## src/rtl/deq_pkg.sv

```systemverilog
// ----------------------------------------------------------------------------
// deq_pkg
// Shared types and constants of the double-ended queue: opcodes, status codes,
// transaction layouts and the sizes of the back-word reduction tree.
// ----------------------------------------------------------------------------
package deq_pkg;

   // field widths of the stream transactions
   localparam int OPCODE_W    = 3;
   localparam int WORD_W      = 32;
   localparam int REQ_TDATA_W = 40;
   localparam int RSP_TDATA_W = 40;

   // back-word tree: fan-in of each level and number of registered levels
   localparam int TREE_FANIN  = 16;
   localparam int TREE_STAGES = 2;

   typedef enum logic [OPCODE_W-1:0] {
      OP_PUSH_FRONT = 3'd0,
      OP_PUSH_BACK  = 3'd1,
      OP_POP_FRONT  = 3'd2,
      OP_POP_BACK   = 3'd3,
      OP_PEEK_FRONT = 3'd4,
      OP_PEEK_BACK  = 3'd5
   } deq_op_type;

   typedef enum logic [1:0] {
      ST_OK    = 2'd0,
      ST_UNDER = 2'd1,
      ST_OVER  = 2'd2
   } deq_status_type;

   // command broadcast to every cell
   typedef struct packed {
      logic push_front;
      logic push_back;
      logic pop_front;
      logic pop_back;
   } deq_cmd_type;

   // result transaction, data_out in the lowest bits
   typedef struct packed {
      logic           is_empty;
      deq_status_type status;
      logic [WORD_W-1:0] data_out;
   } deq_rsp_type;

endpackage

```

## src/rtl/double_ended_queue.sv

```systemverilog
// ----------------------------------------------------------------------------
// double_ended_queue
// Bounded double-ended queue built as a chain of storage cells. The front
// entry always sits in cell 0; cells fill contiguously from there, and a
// registered OR tree gathers the word of the last occupied cell.
// ----------------------------------------------------------------------------
//
//  channel  | direction | tdata fields (lowest bit up)
//  ---------+-----------+----------------------------------------------------
//  req_     | in        | opcode[2:0], data_in[34:3], zero pad[39:35]
//  rsp_     | out       | data_out[31:0], status[33:32], is_empty[34], pad
//
//  one transaction is taken per cycle while req_tready is high; a pop back
//  or peek back that directly follows a transaction that changed the
//  contents waits while the back-word tree (2 registered levels) catches up
//  with the cells; a result is registered in the output register, which
//  drives rsp_, or in the skid register while that one is still full;
//  the two keep req_ open while one result waits; req_tready drops when
//  both hold a result or a back read waits; synchronous reset empties the
//  queue (occupied bits and output valids); stored words are not cleared
// ----------------------------------------------------------------------------
module double_ended_queue
   import deq_pkg::*;
#(
   parameter int DEPTH      = 16,
   parameter int DATA_WIDTH = 32
) (
   input  logic                   clock,
   input  logic                   reset,
   input  logic                   req_tvalid,
   output logic                   req_tready,
   input  logic [REQ_TDATA_W-1:0] req_tdata,   // opcode, data_in
   output logic                   rsp_tvalid,
   input  logic                   rsp_tready,
   output logic [RSP_TDATA_W-1:0] rsp_tdata    // data_out, status, is_empty
);

   // ---------------------------------------------------------------------
   // request fields
   // ---------------------------------------------------------------------
   deq_op_type            op;
   logic [WORD_W-1:0]     req_word;
   logic [63:0]           req_word_ext;
   logic [DATA_WIDTH-1:0] push_word;

   assign op           = deq_op_type'(req_tdata[OPCODE_W-1:0]);
   assign req_word     = req_tdata[OPCODE_W +: WORD_W];
   // pushed words are cut or zero-extended to the storage width
   assign req_word_ext = 64'(req_word);
   assign push_word    = req_word_ext[DATA_WIDTH-1:0];

   // ---------------------------------------------------------------------
   // cell chain
   // ---------------------------------------------------------------------
   deq_cmd_type           cmd;
   logic [DATA_WIDTH-1:0] cell_data  [DEPTH];
   logic [DATA_WIDTH-1:0] left_data  [DEPTH];
   logic [DATA_WIDTH-1:0] right_data [DEPTH];
   logic [DATA_WIDTH-1:0] back_words [DEPTH];
   logic [DEPTH-1:0]      occ_vec;
   logic [DEPTH-1:0]      left_occ;
   logic [DEPTH-1:0]      right_occ;

   for (genvar i = 0; i < DEPTH; i++) begin : g_cell
      // neighbor wiring: cell 0 sees the incoming word on its left,
      // the last cell sees an empty slot on its right
      if (i == 0) begin : g_head
         assign left_data[i] = push_word;
         assign left_occ[i]  = 1'b1;
      end else begin : g_body
         assign left_data[i] = cell_data[i-1];
         assign left_occ[i]  = occ_vec[i-1];
      end
      if (i == DEPTH - 1) begin : g_last
         assign right_data[i] = '0;
         assign right_occ[i]  = 1'b0;
      end else begin : g_inner
         assign right_data[i] = cell_data[i+1];
         assign right_occ[i]  = occ_vec[i+1];
      end

      deq_cell #(
         .DW (DATA_WIDTH)
      ) u_cell (
         .clock      (clock),
         .reset      (reset),
         .cmd        (cmd),
         .push_word  (push_word),
         .left_data  (left_data[i]),
         .left_occ   (left_occ[i]),
         .right_data (right_data[i]),
         .right_occ  (right_occ[i]),
         .data_out   (cell_data[i]),
         .occ_out    (occ_vec[i]),
         .back_word  (back_words[i])
      );
   end

   // ---------------------------------------------------------------------
   // back word gather
   // ---------------------------------------------------------------------
   logic [DATA_WIDTH-1:0] tree_word;

   deq_tree #(
      .N  (DEPTH),
      .DW (DATA_WIDTH)
   ) u_tree (
      .clock (clock),
      .leaf  (back_words),
      .root  (tree_word)
   );

   // ---------------------------------------------------------------------
   // handshake and operation decode
   // ---------------------------------------------------------------------
   deq_rsp_type rsp_ff, rsp_in;
   deq_rsp_type skid_ff, skid_in;
   deq_rsp_type result;
   logic        rsp_valid_ff, rsp_valid_in;
   logic        skid_valid_ff, skid_valid_in;
   logic [1:0]  settle_ff, settle_in;
   logic        req_acc;
   logic        rsp_acc;
   logic        back_op;
   logic        empty;
   logic        full;
   logic        single;
   logic        changed;
   logic [DATA_WIDTH-1:0] rd_word;
   logic [63:0]           rd_ext;

   assign empty   = ~occ_vec[0];
   assign full    = occ_vec[DEPTH-1];
   assign single  = occ_vec[0] & ~occ_vec[1];
   assign back_op = (op == OP_POP_BACK) || (op == OP_PEEK_BACK);

   // back reads wait until the tree reflects the current cells
   assign req_tready = ~skid_valid_ff & ~(back_op && (settle_ff != 2'd0));
   assign req_acc    = req_tvalid & req_tready;
   assign rsp_acc    = rsp_valid_ff & rsp_tready;

   always_comb begin
      cmd             = '0;
      rd_word         = '0;
      result.status   = ST_OK;
      result.is_empty = empty;
      case (op)
         OP_PUSH_FRONT, OP_PUSH_BACK: begin
            if (full) begin
               result.status = ST_OVER;
            end else begin
               cmd.push_front  = req_acc && (op == OP_PUSH_FRONT);
               cmd.push_back   = req_acc && (op == OP_PUSH_BACK);
               result.is_empty = 1'b0;
            end
         end
         OP_POP_FRONT, OP_PEEK_FRONT: begin
            if (empty) begin
               result.status = ST_UNDER;
            end else begin
               rd_word = cell_data[0];
               if (op == OP_POP_FRONT) begin
                  cmd.pop_front   = req_acc;
                  result.is_empty = single;
               end
            end
         end
         OP_POP_BACK, OP_PEEK_BACK: begin
            if (empty) begin
               result.status = ST_UNDER;
            end else begin
               rd_word = tree_word;
               if (op == OP_POP_BACK) begin
                  cmd.pop_back    = req_acc;
                  result.is_empty = single;
               end
            end
         end
         default: begin
            // unused opcodes leave the queue alone
         end
      endcase
      rd_ext          = 64'(rd_word);
      result.data_out = rd_ext[WORD_W-1:0];
   end

   assign changed = |cmd;

   // ---------------------------------------------------------------------
   // output register, skid register and tree settle count
   // ---------------------------------------------------------------------
   always_comb begin
      rsp_in        = rsp_ff;
      rsp_valid_in  = rsp_valid_ff;
      skid_in       = skid_ff;
      skid_valid_in = skid_valid_ff;
      if (rsp_acc) begin
         rsp_in        = skid_ff;
         rsp_valid_in  = skid_valid_ff;
         skid_valid_in = 1'b0;
      end
      if (req_acc) begin
         if (!rsp_valid_ff || rsp_acc) begin
            rsp_in       = result;
            rsp_valid_in = 1'b1;
         end else begin
            skid_in       = result;
            skid_valid_in = 1'b1;
         end
      end
   end

   always_comb begin
      settle_in = settle_ff;
      if (req_acc && changed) begin
         settle_in = 2'(TREE_STAGES);
      end else if (settle_ff != 2'd0) begin
         settle_in = settle_ff - 2'd1;
      end
   end

   always_ff @(posedge clock) begin
      if (reset) begin
         rsp_valid_ff  <= 1'b0;
         skid_valid_ff <= 1'b0;
         settle_ff     <= 2'd0;
      end else begin
         rsp_valid_ff  <= rsp_valid_in;
         skid_valid_ff <= skid_valid_in;
         settle_ff     <= settle_in;
      end
   end

   always_ff @(posedge clock) begin
      rsp_ff  <= rsp_in;
      skid_ff <= skid_in;
   end

   assign rsp_tvalid = rsp_valid_ff;
   assign rsp_tdata  = RSP_TDATA_W'(rsp_ff);

   // ---------------------------------------------------------------------
   // assertions
   // ---------------------------------------------------------------------

   // occupied cells always form one run starting at cell 0
   a_occ_contiguous : assert property (@(posedge clock) disable iff (reset)
      (occ_vec & (occ_vec + 1'b1)) == '0)
      else $error("occupied cells are not contiguous from the front");

   // a held skid result implies the output register is also full
   a_skid_order : assert property (@(posedge clock) disable iff (reset)
      skid_valid_ff |-> rsp_valid_ff)
      else $error("skid register holds a result ahead of the output register");

   // a granted push adds exactly one entry
   a_push_grows : assert property (@(posedge clock) disable iff (reset)
      (cmd.push_front || cmd.push_back) |=>
         $countones(occ_vec) == $past($countones(occ_vec)) + 1)
      else $error("push did not add exactly one entry");

   // a granted pop removes exactly one entry
   a_pop_shrinks : assert property (@(posedge clock) disable iff (reset)
      (cmd.pop_front || cmd.pop_back) |=>
         $countones(occ_vec) + 1 == $past($countones(occ_vec)))
      else $error("pop did not remove exactly one entry");

endmodule

```

## src/rtl/deq_cell.sv

```systemverilog
// ----------------------------------------------------------------------------
// deq_cell
// One storage cell of the queue chain: holds one word and an occupied bit,
// shifts with its neighbors on front operations and takes or drops the word
// at the tail on back operations.
// ----------------------------------------------------------------------------
module deq_cell
   import deq_pkg::*;
#(
   parameter int DW = 32
) (
   input  logic          clock,
   input  logic          reset,
   input  deq_cmd_type   cmd,
   input  logic [DW-1:0] push_word,
   input  logic [DW-1:0] left_data,
   input  logic          left_occ,
   input  logic [DW-1:0] right_data,
   input  logic          right_occ,
   output logic [DW-1:0] data_out,
   output logic          occ_out,
   output logic [DW-1:0] back_word
);

   logic [DW-1:0] data_ff, data_in;
   logic          occ_ff, occ_in;
   logic          tail;

   // last occupied cell of the chain
   assign tail = occ_ff & ~right_occ;

   always_comb begin
      data_in = data_ff;
      occ_in  = occ_ff;
      if (cmd.push_front) begin
         data_in = left_data;
         occ_in  = left_occ;
      end else if (cmd.push_back) begin
         if (!occ_ff && left_occ) begin
            data_in = push_word;
            occ_in  = 1'b1;
         end
      end else if (cmd.pop_front) begin
         data_in = right_data;
         occ_in  = right_occ;
      end else if (cmd.pop_back) begin
         if (tail) begin
            occ_in = 1'b0;
         end
      end
   end

   always_ff @(posedge clock) begin
      if (reset) begin
         occ_ff <= 1'b0;
      end else begin
         occ_ff <= occ_in;
      end
   end

   always_ff @(posedge clock) begin
      data_ff <= data_in;
   end

   assign data_out  = data_ff;
   assign occ_out   = occ_ff;
   assign back_word = tail ? data_ff : '0;

endmodule

```

## src/rtl/deq_tree.sv

```systemverilog
// ----------------------------------------------------------------------------
// deq_tree
// Registered OR tree that collects the tail word of the cell chain; only the
// tail cell drives a nonzero leaf, so the root is the back word.
// ----------------------------------------------------------------------------
module deq_tree
   import deq_pkg::*;
#(
   parameter int N  = 16,
   parameter int DW = 32
) (
   input  logic          clock,
   input  logic [DW-1:0] leaf [N],
   output logic [DW-1:0] root
);

   localparam int G   = TREE_FANIN;
   localparam int L1N = (N + G - 1) / G;
   localparam int L2N = (L1N + G - 1) / G;

   logic [DW-1:0] l1_in [L1N];
   logic [DW-1:0] l1_ff [L1N];
   logic [DW-1:0] l2_in [L2N];
   logic [DW-1:0] l2_ff [L2N];

   always_comb begin
      for (int j = 0; j < L1N; j++) begin
         l1_in[j] = '0;
         for (int k = 0; k < G; k++) begin
            if (j * G + k < N) begin
               l1_in[j] = l1_in[j] | leaf[j * G + k];
            end
         end
      end
   end

   always_comb begin
      for (int j = 0; j < L2N; j++) begin
         l2_in[j] = '0;
         for (int k = 0; k < G; k++) begin
            if (j * G + k < L1N) begin
               l2_in[j] = l2_in[j] | l1_ff[j * G + k];
            end
         end
      end
   end

   always_ff @(posedge clock) begin
      l1_ff <= l1_in;
      l2_ff <= l2_in;
   end

   // last level stays small for the default depth: at most one fan-in group left
   always_comb begin
      root = '0;
      for (int j = 0; j < L2N; j++) begin
         root = root | l2_ff[j];
      end
   end

endmodule
```

## config.mk

```make
export PLATFORM = sky130hd
export DESIGN_NAME = double_ended_queue
export DESIGN_NICKNAME = d
export VERILOG_FILES = /design/src/rtl/deq_pkg.sv /design/src/rtl/double_ended_queue.sv /design/src/rtl/deq_cell.sv /design/src/rtl/deq_tree.sv
export SDC_FILE = /design/constraint.sdc
export NUM_CORES = 1
export LEC_CHECK = 0
export BUFFER_PORTS_ARGS = -buffer_cell sky130_fd_sc_hd__buf_2
export CORE_UTILIZATION = 60
export CTS_CLUSTER_DIAMETER = 50
export CTS_CLUSTER_SIZE = 24
export DETAILED_ROUTE_END_ITERATION = 8
export GPL_TIMING_DRIVEN = 1
export PLACE_DENSITY_LB_ADDON = 0.25
export SLEW_MARGIN = 10
export SYNTH_ARGS = -nofsm -noshare
export SYNTH_HDL_FRONTEND = slang
export SYNTH_SLANG_ARGS = --single-unit
```

## constraint.sdc

```tcl
create_clock -name clock -period 5.35 [get_ports clock]
set_input_delay 0 -clock clock [delete_from_list [all_inputs] [get_ports clock]]
set_output_delay 0 -clock clock [all_outputs]
set_load 0.02 [all_outputs]
```

==> run_results.csv, run 1 <==
group,metric,value,unit
global_routing,grt_pass1_wl,150000,um
cts,clock_path_buffers,3,
global_routing,grt_pass1_vias,24400,
synthesis,synth_flop_cell,"edfxtp_1",
sta,setup_violations,0,
finish,fin_nets,3126,
sta,finalCriticalPeriod,3.32,ns
global_routing,antenna_found_initial,2,
power_and_ir_drop,vdd_drop_max,0.235,mV
finish,diodes,0,
synthesis,syn_avg_cell_area,10.4,sq um
routing,drt-total-wl,100000,um
cts,insertion_delay,0.65,ns
cts,clkTransAtPathRegs,0.08,ns
critical_path,crit_arrival,3.62,ns
critical_path,cp-start-kind,"register",
routing,drc,0,
cts,numCtsBuffers,55,
critical_path,worst-setup-path-type,"reg -> reg",
synthesis,syn_area,0.0329,sq mm
floorplan,start_util,60.9,%
finish,syn_to_final_growth,9.27,%
worst_hold_path,worstHoldPathType,"in -> reg",
run_status,status,"finished clean",
cts,cts-hold-fix-buffers,41,
sta,skew,0.0227,ns
sta,relSlewSlack,16.7,%
synthesis,synth_top_area_share,49.9,%
cts,cts_tree,"yes",
finish,mostFrequentLayoutCell,"edfxtp_1",
flow_run,cap_violations,0,
placed_design,placed_cell_area,0.0336,sq mm
finish,post-route-cell-area,0.0360,sq mm
synthesis,synth_cell_types,39,
cts,root_buffer,"clkbuf_16",
synthesis,yosysWarnings,0,
sta,rsz0062_at_grt,"false",
synthesis,synth_seq_area_share,57.2,%
routing,via_count,26600,
synthesis,synth_edf_count,547,
routing,m1WireLength,37400,um
synthesis,yosys.area.top_type,"edfxtp_1",
routing,met3_length,14400,um
sta,tns,0,ns
synthesis,synth_area_leaders,"edfxtp_1 (50%), nand2b_1 (9.2%), a31oi_1 (8.8%)",
routing,drt_iter0_drc,4590,
floorplan,die_w,236,um
placed_design,place.gp.congestion,0.844,
routing,dr_wl_met2,43800,um
floorplan,dieArea,0.0558,sq mm
sta,timing.fmax,0.301,GHz
finish,utilization,66.6,%
floorplan,row_count,85,
routing,top_layer,"met4",
power_and_ir_drop,leakage,12.2,nW
cts,htreeDepth,2,
routing,firstDrtPassIters,8,
power_and_ir_drop,total_power,11.4,mW
synthesis,async_flop_share,0,%
power_and_ir_drop,powerDensity,317,mW/mm^2
floorplan,io_pins,86,
global_routing,overflow,0,
finish,layout_common_cells,"edfxtp_1 (547), nor2_1 (488), nand2b_1 (482)",
sta,finalHoldViolCount,0,
sta,maxSlewViolCount,0,
cts,cts.sinks,666,
synthesis,syn_inst,3160,
cts,postCtsResizedCells,0,
critical_path,end_kind,"register",
global_routing,grt_usage,35.4,%
global_routing,grt_max_degree,212,
sta,period_share,62.0,%
placed_design,port_buffers,75,
placed_design,hpwl,53000,um
routing,ant_nets,0,
routing,wire_per_inst,26.3,um
routing,via_per_inst,6.95,
critical_path,cp_max_fo,19,
critical_path,required,5.65,ns
floorplan,die_height,236,um
finish,final_layout_size_suffix_gt1_share,8.79,%
cts,post_cts_buffers,0,
synthesis,synth_seq_cells,666,
sta,worstMarginPinSlew,1.24,ns
floorplan,coreArea,0.0540,sq mm
==> worst max-delay path, stage by stage (launching register included) <==
cell	delay (ns)
dfxtp_2	0.64
nor3_4	0.21
and3_2	0.55
a21oi_4	1.07
buf_4	0.51
==> power by group <==
group,switching (mW),internal (mW)
Combinational,0.714,0.352
Sequential,0.129,5.83
Clock,2.20,2.16
==> state kept, by name, indices dropped and copies added (netlist names) <==
signal                  count
rsp_tvalid                  1
rsp_tdata                  35
u_tree.l1_ff               32
u_tree.root                32
g_cell.u_cell.data_out    512
skid_ff                    35
g_cell.u_cell.occ_out      16
settle_ff                   2
skid_valid_ff               1
==> routing by layer <==
layer,GRT usage [%],vias to the layer above
met5,0,-
met4,14.6,0
met3,7.47,355
met2,53.2,1987
met1,50.3,12600
li1,-,11600
==> layout make-up <==
class,instances,area (sq um)
flip-flops and latches,666,18800
inverters,31,116
fillers,4009,18100
multi-input cells,2157,12900
repair buffers,171,1350
well taps,696,871
clock inverters,46,541
clock buffers,58,1390
==> path summary, 6_finish.rpt <==
| check | from | endpoint | slack, ns | cells past startpoint |
|---|---|---|---|---|
| worst max-delay path | g_cell[15].u_cell.occ_out | g_cell[0].u_cell.data_out[27] | 2.03 | 4 |
| worst min-delay path | req_tdata[16] | g_cell[0].u_cell.data_out[13] | 0.18 | 4 |
| worst max register to register | g_cell[15].u_cell.occ_out | g_cell[0].u_cell.data_out[27] | 2.03 | 4 |
| worst min register to register | u_tree.l1_ff[18] | u_tree.root[18] | 0.32 | 0 |
==> stage by stage <==
stage	hold WS, ns	std cells	worst slack (ns)
2_1_floorplan	0.174	3164	2.11
3_5_place_dp	0.279	3680	2.11
4_1_cts	0.146	3825	2.12
6_report	0.180	3825	2.03
5_1_grt	0.191	3825	2.04
3_3_place_gp	0.272	3680	2.16
==> synthesized netlist by cell type (31+ instances only) <==
| cell type | instances |
|---|---|
| nand2_1 | 180 |
| a31oi_1 | 461 |
| edfxtp_1 | 547 |
| nand4_1 | 33 |
| inv_1 | 31 |
| a221oi_1 | 128 |
| nand2b_1 | 482 |
| dfxtp_1 | 119 |
| a22o_1 | 128 |
| buf_2 | 101 |
| buf_4 | 39 |
| nor2_1 | 489 |
| mux2i_1 | 34 |
| a21oi_1 | 111 |
| clkbuf_1 | 163 |
| a211oi_1 | 34 |
==> cell families (layout without fill, tap and decap cells) <==
kind of cell	count (synthesis)	after routing	synth area share, %
AND/OR/NAND/NOR	1230	1230	18.3
AO/OA/AOI/OAI	887	887	18.7
flip-flops	666	666	57.2
buffers and inverters	341	306	4.76
multiplexers	34	34	1.03
other	1	5	0.0114
XOR/XNOR	1	1	0.0494
Power figures use the tool's default switching activity.
==> inputs of run 2 (changes only) <==
Clock period 5.35 ns to 3.5 ns, I/O delays scaled along.
==> run 2 against run 1 <==
  * Setup slack got worse by 1.4 ns
  * Register-to-register slack worse by 1.4 ns
  * Utilization is 0.66 points higher
  * Maximum frequency grew 15%
  * Highest routed layer unchanged
==> run_results.csv, run 2 (same netlist as run 1, synthesis figures left out) <==
group,metric,value,unit
global_routing,overflow,0,
finish,final_layout_size_suffix_gt1_share,9.34,%
finish,syn_to_final_growth,10.4,%
worst_hold_path,hp-start,"req_tdata[16]",
critical_path,r2r_slack,0.61,ns
cts,insertion_delay,0.64,ns
placed_design,place.gp.congestion,0.848,
critical_path,slowest_delay,0.76,ns
critical_path,reg2reg_from,"skid_valid_ff",
finish,largest_reg_flops,512,
run_status,status,"finished clean",
cts,htreeDepth,2,
critical_path,crit_chain,"nor3b_1, o21ai_4, a21oi_4, buf_4",
critical_path,cp_max_fo,21,
sta,worstMarginPinSlew,1.19,ns
global_routing,grt_usage,35.2,%
finish,fin_nets,3146,
worst_hold_path,worstHoldPathCells,4,
floorplan,dieArea,0.0558,sq mm
finish,mostFrequentLayoutCell,"edfxtp_1",
power_and_ir_drop,powerDensity,487,mW/mm^2
routing,drc,0,
sta,rsz0062_at_grt,"false",
cts,cts_tree,"yes",
sta,tns,0,ns
placed_design,port_buffers,75,
floorplan,die_w,236,um
sta,period_share,82.6,%
cts,clock_path_buffers,3,
floorplan,coreArea,0.0540,sq mm
sta,setup_violations,0,
sta,finalCriticalPeriod,2.89,ns
sta,relSlewSlack,20.5,%
routing,wire_per_inst,26.1,um
critical_path,r2r-end,"g_cell[4].u_cell.data_out[12]",
finish,nFillCells,3945,
placed_design,hpwl,54000,um
routing,firstDrtPassIters,9,
floorplan,row_count,85,
sta,finalHoldViolCount,0,
cts,clkTransAtPathRegs,0.08,ns
routing,drt-total-wl,100000,um
global_routing,antenna_found_initial,0,
sta,maxSlewViolCount,0,
flow_run,cap_violations,0,
routing,drt_iter0_drc,4142,
critical_path,required,3.77,ns
cts,root_buffer,"clkbuf_16",
floorplan,start_util,60.9,%
worst_hold_path,hold-path-endpoint,"g_cell[0].u_cell.data_out[13]",
global_routing,grt_max_degree,195,
cts,post_cts_buffers,0,
routing,via_count,26500,
routing,ant_nets,0,
cts,numCtsBuffers,54,
floorplan,die_height,236,um
finish,layout_common_cells,"edfxtp_1 (547), nor2_1 (488), nand2b_1 (482)",
power_and_ir_drop,leakage,12.4,nW
cts,cts.sinks,666,
global_routing,grt_pass1_wl,149000,um
critical_path,crit_arrival,3.17,ns
critical_path,reg2reg_depth,4,
critical_path,end_kind,"register",
power_and_ir_drop,vdd_drop_max,0.377,mV
sta,skew,0.0205,ns
finish,diodes,0,
floorplan,io_pins,86,
sta,timing.fmax,0.346,GHz
worst_hold_path,worstHoldPathType,"in -> reg",
finish,utilization,67.2,%
routing,via_per_inst,6.89,
critical_path,cp-start-kind,"register",
critical_path,cpMaxStageDelayCell,"a21oi_4",
global_routing,grt_pass1_vias,24000,
critical_path,worst-setup-path-type,"reg -> reg",
==> run 2: area by class of cell <==
cell class                      instances  area [sq um]  area share, %
Clock buffer                           58          1430           3.94
Clock inverter                         44           583           1.61
Inverter                               31           116          0.320
Multi-Input combinational cell       2157         12900           35.5
Sequential cell                       666         18800           51.8
Tap cell                              696           871           2.40
Timing Repair Buffer                  192          1620           4.45
==> run 2: worst max path at each step <==
stage	start	endpoint	slack, ns	cells after the start
global route	skid_valid_ff	g_cell[4].u_cell.data_out[24]	0.54	4
detailed placement	skid_valid_ff	g_cell[3].u_cell.data_out[16]	0.71	4
CTS	skid_valid_ff	g_cell[4].u_cell.data_out[24]	0.69	4
finish	skid_valid_ff	g_cell[4].u_cell.data_out[12]	0.61	4
global placement	skid_valid_ff	g_cell[4].u_cell.data_out[13]	0.76	4
floorplan	g_cell[10].u_cell.occ_out	g_cell[11].u_cell.data_out[0]	0.26	6
==> run 2: metal layers <==
metal	routed length, um	GRT usage, %	vias up
met5	0	0	-
met4	4160	13.3	0
met3	14000	8.82	302
met2	44400	53.2	1932
met1	37600	49.3	12600
li1	-	-	11600
==> run 2: what timing repair did <==
action | CTS | global route
hold buffers | 41 | 0
setup endpoints to repair | 0 | 0
hold endpoints to repair | 57 | 0
gates resized for setup | 0 | 0
==> run 2: power by group <==
part | internal, mW | leakage [nW] | total, mW | switching (mW)
registers | 8.91 | 6.03 | 9.11 | 0.195
clock network | 3.44 | 0.979 | 6.91 | 3.46
logic | 0.558 | 5.35 | 1.66 | 1.10
==> run 2: through the flow <==
step                      setup slack [ns]  total power [mW]  area [sq um]  hold WS, ns  cells
after floorplan                      0.258              10.3         32900        0.174   3164
after global placement               0.761              10.8         33900        0.273   3701
after detailed placement             0.705              10.9         33900        0.280   3701
after CTS                            0.686              17.7         36300        0.165   3844
after global routing                 0.541              18.1         36300        0.198   3844
final                                0.608              17.7         36300        0.184   3844
==> run 2: worst max-delay path: cells and delay by family (launching register included) <==
family	cells	cell delay [ns]
compound gates	2	1.10
buf+inv	1	0.55
simple gates	1	0.49
flops	1	0.36
